===== config.mk =====
export PLATFORM = sky130hd
export DESIGN_NAME = tcvg_trig_rom
export DESIGN_NICKNAME = d
export VERILOG_FILES = /design/src/design/tcvg_pkg.sv /design/src/design/tcvg_trig_rom.sv
export SDC_FILE = /design/constraint.sdc
export NUM_CORES = 1
export LEC_CHECK = 0
export ABC_AREA = 1
export BUFFER_PORTS_ARGS = -buffer_cell sky130_fd_sc_hd__buf_4
export CAP_MARGIN = 5
export CORE_MARGIN = 2
export CORE_UTILIZATION = 55
export DETAILED_ROUTE_END_ITERATION = 10
export GPL_TIMING_DRIVEN = 1
export PLACE_DENSITY = 0.8
export SYNTH_ARGS = -nofsm -noshare
export SYNTH_HDL_FRONTEND = slang
export SYNTH_SLANG_ARGS = --single-unit

===== constraint.sdc =====
create_clock -name clk -period 3.6 [get_ports clk]
set_clock_uncertainty 0.2 [all_clocks]
set_input_delay 0.18 -clock clk [delete_from_list [all_inputs] [get_ports clk]]
set_output_delay 0.18 -clock clk [all_outputs]
set_load 0.05 [all_outputs]

===== src/design/tcvg_pkg.sv =====
// Shared widths, register indexes and pipeline types for the torus cell
// vertex generator. No dependencies; imported by every design file.

package tcvg_pkg;

  // Field widths
  localparam int IDX_W     = 8;
  localparam int RAD_W     = 16;
  localparam int OUT_W     = 18;
  localparam int CORNER_W  = 3;
  localparam int CFG_IDX_W = 2;

  // Configuration register indexes
  localparam logic [CFG_IDX_W-1:0] CFG_MINOR_RADIUS = 2'd0;
  localparam logic [CFG_IDX_W-1:0] CFG_MAJOR_RADIUS = 2'd1;

  // Register reset values, unsigned Q8.8
  localparam logic [RAD_W-1:0] MINOR_RADIUS_RST = 16'd256;
  localparam logic [RAD_W-1:0] MAJOR_RADIUS_RST = 16'd512;

  // Corner sequencing: corners 0..5, the last one closes the cell
  localparam logic [CORNER_W-1:0] LAST_CORNER = 3'd5;
  // Corners that take the next section step (2, 3, 5) or next segment step (1, 4, 5)
  localparam logic [5:0] NEXT_SEC_MASK = 6'b101100;
  localparam logic [5:0] NEXT_SEG_MASK = 6'b110010;

  // Control that travels with each corner down the pipeline
  typedef struct packed {
    logic                valid;
    logic [CORNER_W-1:0] corner;
    logic                last;
    logic                bad;
  } meta_t;

endpackage


===== src/design/tcvg_trig_rom.sv =====
// Sine/cosine table for one angle axis: N steps per turn, TB fraction bits,
// built at elaboration, read with a registered port. Depends on tcvg_pkg.

module tcvg_trig_rom #(
  parameter int N  = 30,
  parameter int TB = 16
) (
  input  logic                        clk,
  input  logic [tcvg_pkg::IDX_W-1:0]  idx,
  output logic signed [TB+1:0]        sin_q,
  output logic signed [TB+1:0]        cos_q
);
  import tcvg_pkg::*;

  localparam int AW = $clog2(N);
  localparam int TW = TB + 2;
  localparam longint unsigned Q30_ONE     = 64'd1 << 30;
  localparam longint unsigned HALF_PI_Q30 = 64'd1686629713;

  // Restoring division, evaluated at elaboration only
  function automatic longint unsigned udiv(longint unsigned a, longint unsigned b);
    longint unsigned q;
    longint unsigned rem;
    q   = 0;
    rem = 0;
    for (int i = 63; i >= 0; i--) begin
      rem = {rem[62:0], a[i]};
      if (rem >= b) begin
        rem  = rem - b;
        q[i] = 1'b1;
      end
    end
    return q;
  endfunction

  // Series divisors for sine (six terms) and cosine (seven terms)
  function automatic longint unsigned coef(bit is_cos, int i);
    longint unsigned d;
    d = 1;
    if (is_cos) begin
      case (i)
        0: d = 182;
        1: d = 132;
        2: d = 90;
        3: d = 56;
        4: d = 30;
        5: d = 12;
        default: d = 2;
      endcase
    end else begin
      case (i)
        0: d = 156;
        1: d = 110;
        2: d = 72;
        3: d = 42;
        4: d = 20;
        default: d = 6;
      endcase
    end
    return d;
  endfunction

  // Truncated Horner evaluation in Q2.30, clamped at zero
  function automatic longint unsigned horner(longint unsigned x2, bit is_cos);
    longint unsigned t;
    longint unsigned p;
    int n;
    t = Q30_ONE;
    n = is_cos ? 7 : 6;
    for (int i = 0; i < n; i++) begin
      p = udiv((x2 * t) >> 30, coef(is_cos, i));
      t = (p > Q30_ONE) ? 64'd0 : Q30_ONE - p;
    end
    return t;
  endfunction

  // sin or cos of k/n of a turn, tb fraction bits, signed
  function automatic longint signed trig_val(int k, int n, int tb, bit want_cos);
    longint unsigned q;
    longint unsigned rest;
    longint unsigned x;
    longint unsigned x2;
    longint unsigned sv;
    longint unsigned cv;
    longint signed   res;
    q    = udiv(64'(4 * k), 64'(n));
    rest = 64'(4 * k) - q * 64'(n);
    x    = udiv(rest * HALF_PI_Q30, 64'(n));
    x2   = (x * x) >> 30;
    sv   = (((x * horner(x2, 1'b0)) >> 30) + (64'd1 << (29 - tb))) >> (30 - tb);
    cv   = (horner(x2, 1'b1) + (64'd1 << (29 - tb))) >> (30 - tb);
    case (q[1:0])
      2'd0:    res = want_cos ?  $signed(cv) :  $signed(sv);
      2'd1:    res = want_cos ? -$signed(sv) :  $signed(cv);
      2'd2:    res = want_cos ? -$signed(cv) : -$signed(sv);
      default: res = want_cos ?  $signed(sv) : -$signed(cv);
    endcase
    return res;
  endfunction

  logic signed [TW-1:0] sin_tab [2**AW];
  logic signed [TW-1:0] cos_tab [2**AW];

  // Constant table; unused tail entries read as zero
  for (genvar k = 0; k < 2**AW; k++) begin : g_tab
    localparam longint SV = (k < N) ? trig_val(k, N, TB, 1'b0) : 64'sd0;
    localparam longint CV = (k < N) ? trig_val(k, N, TB, 1'b1) : 64'sd0;
    assign sin_tab[k] = SV[TW-1:0];
    assign cos_tab[k] = CV[TW-1:0];
  end

  // Registered read
  always_ff @(posedge clk) begin
    sin_q <= sin_tab[idx[AW-1:0]];
    cos_q <= cos_tab[idx[AW-1:0]];
  end

endmodule


== Word-level counts from Yosys, hierarchy flattened ==
Memory sizes are Yosys's and may differ from the RTL's. A register that Yosys moved wholly into a read port is not among the register bits.
Cells that the tools add are included.

* Memory bits (read-only): 1152
* Logic and storage cells: 3
* Memories: 2
* Register bits after elaboration: 0

{| class="wikitable"
|+ Memory list
! memory !! depth !! bits a word !! rd ports !! clocked after Yosys merged registers in !! write ports !! RTL line !! RTL
|-
| (no name shown) || 32 || 18 || 1 || 1 || 0 || tcvg_trig_rom.sv:115 || <nowiki>cos_q <= cos_tab[idx[AW-1:0]];</nowiki>
|-
| (no name shown) || 32 || 18 || 1 || 1 || 0 || tcvg_trig_rom.sv:114 || <nowiki>sin_q <= sin_tab[idx[AW-1:0]];</nowiki>
|}

* Bitwise gates (word level): 1

{| class="wikitable"
|+ Operator list
! operator !! number
|-
| $not 5->6 || 1
|}

== Depth between registers and ports, before layout ==
Gate-level depths: netlist of run 1.

* Depth in word-level cells: 1
* Depth in mapped cells: 10
* Mapped depth without buffers: 9

== Least setup slack after synthesis of run 1 ==
Ideal clock, no wire load.

* Kind: input-to-reg
* Start point: in idx[1] (netlist bit)
* End point: reg cos_q[4]
* Data arrival time: 1.193 ns
* Slack: 2.095 ns
* Cell stages on the path: 10
* Setup time: 0.112 ns
* Buffers on the path: 1
* Path through: buf_4 > inv_1 > ha_1 > inv_1 > nand2_1 > nand2_1 > nand2_1 > nand2_1 > nand2_1 > nand2_1

* Word-level cells in the longest chain between the ends: 1

{| class="wikitable"
|+ RTL lines
! what !! RTL line !! RTL
|-
| from (decl) || tcvg_trig_rom.sv:9 || <nowiki>input logic [tcvg_pkg::IDX_W-1:0] idx,</nowiki>
|-
| $not 5->6 (not written as such) || tcvg_trig_rom.sv:115 ||
|-
| to (decl) || tcvg_trig_rom.sv:11 || <nowiki>output logic signed [TB+1:0] cos_q</nowiki>
|}

Every way passes these cells.

== Final worst setup path of run 1 ==
* Start point: in idx[3] (netlist bit)
* End point: reg cos_q[15]

Same word-level chain as after synthesis.

==> summary.md, run 1 <==
| Metric | Value |
|---|---|
| Status | completed |
| Worst setup margin | roughly 2.0 ns |
| # clock sinks | 34 |
| All-Layer GR Usage | about 30% |
| Die width | about 67 µm |
| Worst hold path type | primary input to flip-flop |
| Fin nets | around 400 |
| Post-Syn Area | 0.00219 mm² |
| Mapped Nets | roughly 380 |
| Async SR Flop Fraction | 0% |
| First-pass GRT wire length | 10200 µm |
| Flop and latch count out of synthesis | 34 |
| Final Cycle Share | a little over two fifths |
| Yosys Warn Count | 0 |
| CP Launch Type | primary input |
| Synth top cells by count | nand2_1, nand3_1, dfxtp_1 |
| Setup TNS | 0 ns |
| Clock transition at the registers of the reported paths | roughly 0.070 ns |
| Drt pass-1 iters | 5 |
| Drc violations | 0 |
| Post_cts resized | 0 |
| Clock period minus worst slack | 1.58 ns |
| Layout cell share with drive strength beyond 1 | between 10 and 15% |
| Max clock buf depth | 2 |
| Sequential share of the synthesized area | 31.1% |
| F_max | ~0.63 GHz |
| Synth Instances | between 300 and 400 |
| Worst Tran Pin Value | about 0.94 ns |
| Die height | roughly 67 µm |
| Placement Rows | 22 |
| Total of max-cap violations | 0 |
| Yosys top cell area share | approximately a third |
| TritonCTS clock tree | yes |
| Post-CTS Setup Inserts | 0 |
| Initial Utilization | between 50 and 60% |
| DR vias | 2400 |
| Vias in the first global route | approximately 2100 |
| Top-Level Pins | 45 |
| Drt first-iter violations | between 300 and 400 |
| Grt ovf | 0 |
| DIE AREA | 0.00449 mm² |
| Setup WS pre-CTS | 1.78 ns |
| Synth Area per Inst | around 6 µm² |
| Crit end category | flip-flop |
| Root Driver | clkbuf_8 |
| Drt wl/cell | approximately 15 µm |
| HPWL Detailed | 4270 µm |
| Synth cell types | 24 |
| Antenna violations before repair | 0 |
| Pin count of the biggest net entering global routing | 34 |
| Final Slew Violations | 0 |
| Fill cell count | between 300 and 400 |
| Most frequent cell after synthesis | nand2_1 |
| Worst Path Arrival | between 1.5 and 2 ns |
| Final WL | roughly 6300 µm |
| # port buffers | 40 |
| CP Class | primary input to flip-flop |
| PD cells | between 400 and 500 mW/mm² |
| DR vias/cell | around 5.5 |
| CP Max Fanout | 33 |
| Max VDD drop | 0.000324 V |
| Number of synthesized flops with an enable pin | 0 |
| Hold_buf cts | 0 |
| # setup viols final | 0 |
| Num CTS Buffers | 5 |
| Fin. Hold Viols | 0 |
| Synth top area cells | nand2_1, dfxtp_1, nand3_1 |
| Ys flop type | dfxtp_1 |
| Post-route ant nets | 0 |
| Placer Congestion | roughly 0.93 |
| Post-synth top area cell | nand2_1 |
| Worst EP required | around 3.6 ns |
| Antenna Cells | 0 |
| Static Leakage | around 1.5 nW |
| Core footprint | roughly 0.0037 mm² |
| Unrepaired setup endpoints after global routing | no |
| Number of H-tree levels | 2 |
| Area delta synth->final | 14.9% |
| Slew headroom | a little under two fifths |
## report_power, final
part | leakage, nW | internal [mW] | switching (mW) | total (mW)
registers | 0.285 | 0.418 | 0.0116 | 0.429
logic | 1.16 | 0.108 | 0.297 | 0.405
clock network | 0.0431 | 0.147 | 0.135 | 0.282
total | 1.49 | 0.673 | 0.444 | 1.12
## metrics by stage
| stage | instance area [µm²] | utilization, % | cells | hold slack (ns) | power (mW) |
|---|---|---|---|---|---|
| after CTS | 2510 | 67.1 | 436 | 0.0474 | 1.12 |
| after detailed placement | 2430 | 64.9 | 430 | 0.350 | 0.839 |
| after global routing | 2510 | 67.1 | 436 | 0.0686 | 1.17 |
| after floorplan | 2190 | - | 361 | 0.239 | 0.734 |
| after global placement | 2430 | 64.9 | 430 | 0.349 | 0.834 |
| final | 2510 | 67.1 | 436 | 0.0502 | 1.12 |
## cells by family (layout without fill, tap and decap cells)
family	after synthesis	after routing	share of synthesized area (%)
and+or+nand+nor	255	255	47.9
adders and majority gates	13	13	7.44
buffers and inverters	44	71	9.79
AOI/OAI and AO/OA	14	14	3.61
DFF	34	34	31.1
other	1	1	0.172
## cell type report
| type | count | area [µm²] | area share [%] |
|---|---|---|---|
| Multi-Input combinational cell | 283 | 1290 | 51.4 |
| Sequential cell | 34 | 681 | 27.1 |
| Timing Repair Buffer | 41 | 308 | 12.3 |
| Inverter | 24 | 90.1 | 3.59 |
| Clock buffer | 6 | 82.6 | 3.29 |
| Tap cell | 48 | 60.1 | 2.39 |
## critical path, cell delays in order
cell and delay (ns):
buf_4 0.22, nor2_1 0.77, inv_1 0.15, nand2_1 0.11, nand3_1 0.07, nand3_1 0.09
## worst paths after layout
| check | start | cells past startpoint | endpoint |
|---|---|---|---|
| setup / recovery | idx[3] | 6 | cos_q[15]$_DFF_P_ |
| hold / removal | idx[1] | 2 | sin_q[16]$_SDFF_PN0_ |
## per-layer routing
layer	vias up	share of wire, %	track usage (%)
li1	1176	-	-
met1	1056	41	40.4
met2	145	47	48.9
met3	23	9.8	5.91
met4	0	2.4	10.5
met5	-	0	0
## flip-flops by register name, indices dropped and copies added, names as in the netlist
register  flops
cos_q        17
sin_q        17
## placed cells by master (no fill, tap or decap)
cell and instances:
a22oi_1 1, o211ai_1 2, nor2_1 14, inv_1 19
nand2_2 3, nand3_2 1, nor2_2 1, nand3b_1 2
inv_2 4, ha_1 13, conb_1 1, nand3_1 46
a21oi_1 3, dfxtp_1 34, buf_4 41, nand4_1 3
clkbuf_8 6, o21ai_0 7, a31oi_1 1, clkinv_1 1
nand2_1 185
No activity file was read; power rests on OpenSTA's default activity.
==> run 2, diff against run 1 <==
- ABC_AREA: 1 -> 0
- clock period: 3.6 -> 1.6 ns (I/O delays scaled with it)
==> run 2 against run 1 <==
Non-clock buffer count increased by 46. Routed wire length increased by 5.0%. Die area increased by 4.1%. Hold slack got worse by 0.033 ns. Combinational power increased to 2.6 times the previous value. Core utilization increased by 7.0 points.
==> summary.md, run 2 <==
| Metric | Value |
|---|---|
| Final Cycle Share | a little over nine tenths |
| Pin count of the biggest net entering global routing | 38 (+12%) |
| CP Launch Point | idx[1] |
| Placement Rows | 23 (+4.5%) |
| Antenna violations before repair | 0 (unchanged) |
| Unrepaired setup endpoints after global routing | no |
| # clock sinks | 34 (unchanged) |
| Yosys top cell area share | 29.8% (-1.9 points) |
| Finished Core Util | 74.1% (+7.0 points) |
| All-Layer GR Usage | 31.0% (+0.56 points) |
| Most frequent cells in the layout | buf_4, dfxtp_1, nand2_1 |
| Layout cell share with drive strength beyond 1 | 30.3% (+16 points) |
| Mux cell area share after synthesis | 9.05% (+9.1 points) |
| Top-Level Pins | 45 (unchanged) |
| TritonCTS clock tree | yes |
| WHS Path Cells | 2 (unchanged) |
| Post-synth top area cell | dfxtp_1 |
| # port buffers | 40 (unchanged) |
| Post-Syn Area | 0.00228 mm² (+4.4%) |
| Slowest cell on crit path | dlygate4sd3_1 |
| Clock period minus worst slack | about 1.5 ns |
| Non-Filler Instances | 397 (-8.9%) |
| Total of max-cap violations | 0 (unchanged) |
| Worst path cell trace | buf_4 > dlygate4sd3_1 > buf_6 > mux4_2 > nand2_2 > nand2_1 |
| Final WL | 6640 µm (+5.0%) |
| Met2 WL | 3170 µm (+7.1%) |
| Max clock buf depth | 2 (unchanged) |
| Dpl cells | 387 (-10%) |
| Final Slew Violations | 0 (unchanged) |
| HPWL Detailed | 4730 µm (+11%) |
| Most frequent cell after synthesis | dfxtp_1 |
| Adder-cell share of the synthesized area | 7.13% (-0.31 points) |
| Clock Power Share | 25.2% (about the same) |
| Wire length on met3 | 558 µm (-10%) |
| Switching share of power | 38.4% (-1.3 points) |
| Main combinational cell family by area after synthesis | compound AO/OA/AOI/OAI gates |
| Simple-gate share of the synthesized area | 18.4% (-29 points) |
| First-pass GRT wire length | 10700 µm (+4.7%) |
| CP Class | primary input to flip-flop |
| Synth Area in XOR/XNOR | 0.384% (+0.38 points) |
| Status | completed |
| Logic pwr share | 39.1% (+2.8 points) |
| Die width | 68.4 µm (+2.0%) |
| Synth cell types | 44 (+83%) |
| CP Launch Type | primary input |
| Worst hold path type | primary input to flip-flop |
| Drc violations | 0 (unchanged) |
| Mapped Nets | 303 (-21%) |
| Complex-gate fraction of the synthesized area | 25.3% (+22 points) |
| Synth Instances | 281 (-22%) |
| Worst EP required | 1.60 ns (-2.03 ns) |
| NetSw | 1.04 mW (+130%) |
| Synth Area per Inst | 8.12 µm² (+34%) |
| Ys flop type | dfxtp_1 |
| Post-CTS Setup Inserts | 0 (unchanged) |
| Placer Congestion | 0.899 (-3.7%) |
| DR vias | 2359 (-1.7%) |
| Worst Path Arrival | 1.53 ns (-0.08 ns) |
| Biggest regs | cos_q (17), sin_q (17) |
| DR vias/cell | 5.94 (+7.9%) |
| Root Driver | clkbuf_8 |
| Max VDD drop | 0.000583 V (+80%) |
| Most common cell after layout, fill and taps aside | buf_4 |
| Seq pwr share | 35.8% (-2.7 points) |
| Area delta synth->final | 30.0% |
| Number of H-tree levels | 2 (unchanged) |
| DIE AREA | 0.00468 mm² (+4.1%) |
| Crit end category | flip-flop |
| Min-delay src | idx[4] |
| Vias in the first global route | 2182 (+3.3%) |
| Wire length on met1 | 2760 µm (+6.8%) |
| CP Max Fanout | 7 (-79%) |
| Drt first-iter violations | 224 (-41%) |
| Static Leakage | 1.33 nW (-11%) |
| Antenna Cells | 0 (unchanged) |
| Fin. Hold Viols | 0 (unchanged) |
| Core footprint | 0.00400 mm² (+6.9%) |
| F_max | 0.651 GHz |
| Largest stage delay on the critical path | 0.57 ns (-0.20 ns) |
| Drt wl/cell | 16.7 µm (+15%) |
| Die height | 68.4 µm (+2.0%) |
| PD cells | 910 mW/mm² (+100%) |
| Post-route ant nets | 0 (unchanged) |
| Synth top cells by count | dfxtp_1, nand2_1, a21oi_1, o21ai_0, nor2_1 |
| Drt pass-1 iters | 4 (-1) |
| Num CTS Buffers | 5 (unchanged) |
| Initial Utilization | 57.0% (-1.4 points) |
| Synth top area cells | dfxtp_1, ha_1, mux4_2 |
| Top sig layer | met4 |
| # setup viols final | 0 (unchanged) |
| Fin nets | 368 (-10%) |
| Internal | 1.66 mW (+150%) |
| Number of synthesized flops with an enable pin | 0 (unchanged) |
| Sequential share of the synthesized area | 29.8% (-1.3 points) |
| Clock transition at the registers of the reported paths | 0.08 ns (about the same) |
| Flop and latch count out of synthesis | 34 (unchanged) |
| Grt ovf | 0 (unchanged) |
| Yosys Warn Count | 0 (unchanged) |
| Async SR Flop Fraction | 0% (unchanged) |
run 2: cell type report:
cell class,instances,area [µm²]
Tap cell,50,62.6
Inverter,9,37.5
Fill cell,324,1030
Multi-Input combinational cell,209,1390
Clock buffer,7,86.3
Sequential cell,34,681
Clock inverter,1,5.00
Timing Repair Buffer,87,699
run 2: final timing paths:
path | endpoint | slack, ns
min | cos_q[16]$_DFF_P_ | 0.02
max | sin_q[8]$_DFF_P_ | 0.06
run 2: per-stage QoR:
stage	worst slack (ns)	total power [mW]	hold WS, ns	setup TNS [ns]	instance area, µm²
4_1_cts	0.0717	2.69	0.0127	0	2960
3_3_place_gp	-0.106	2.01	0.242	-0.206	2850
2_1_floorplan	0.0240	1.70	0.0939	0	2300
3_5_place_dp	-0.123	2.02	0.243	-0.443	2850
6_report	0.0634	2.70	0.0171	0	2970
5_1_grt	0.00447	2.82	0.0312	0	2970
run 2: cell families (layout without fill, tap and decap cells):
kind of cell               after synthesis  in the layout
AOI/OAI and AO/OA                       90             90
DFF                                     34             34
and+or+nand+nor                         90             90
xor gates and xnor gates                 1              1
adders and majority gates               13             13
other                                    1              1
buffers and inverters                   38            104
muxes                                   14             14
run 2: critical path: cells and delay by family:
kind / cells / cell delay (ns)
buf+inv: 3 / 0.85
mux: 1 / 0.47
simple gates: 2 / 0.13
run 2: layer usage:
metal	GRT usage, %	up-vias
met1	40.0	1084
met3	5.76	15
met5	0	-
li1	-	1133
met2	49.4	127
met4	15.0	0
run 2: power by group through the flow:
stage | Sequential [mW] | Clock, mW | Combinational, mW
after floorplan | 1.31 | 0 | 0.382
after global placement | 0.982 | 0 | 1.03
after detailed placement | 0.985 | 0 | 1.04
after global routing | 0.974 | 0.721 | 1.12
final | 0.965 | 0.679 | 1.05
after CTS | 0.966 | 0.685 | 1.04
run 2: repair_timing:
item                                    in CTS  in global routing
hold buffers                                 2                  1
gates resized for setup                      0                  2
endpoints found under the setup margin       0                  2
endpoints found under the hold margin        2                  1
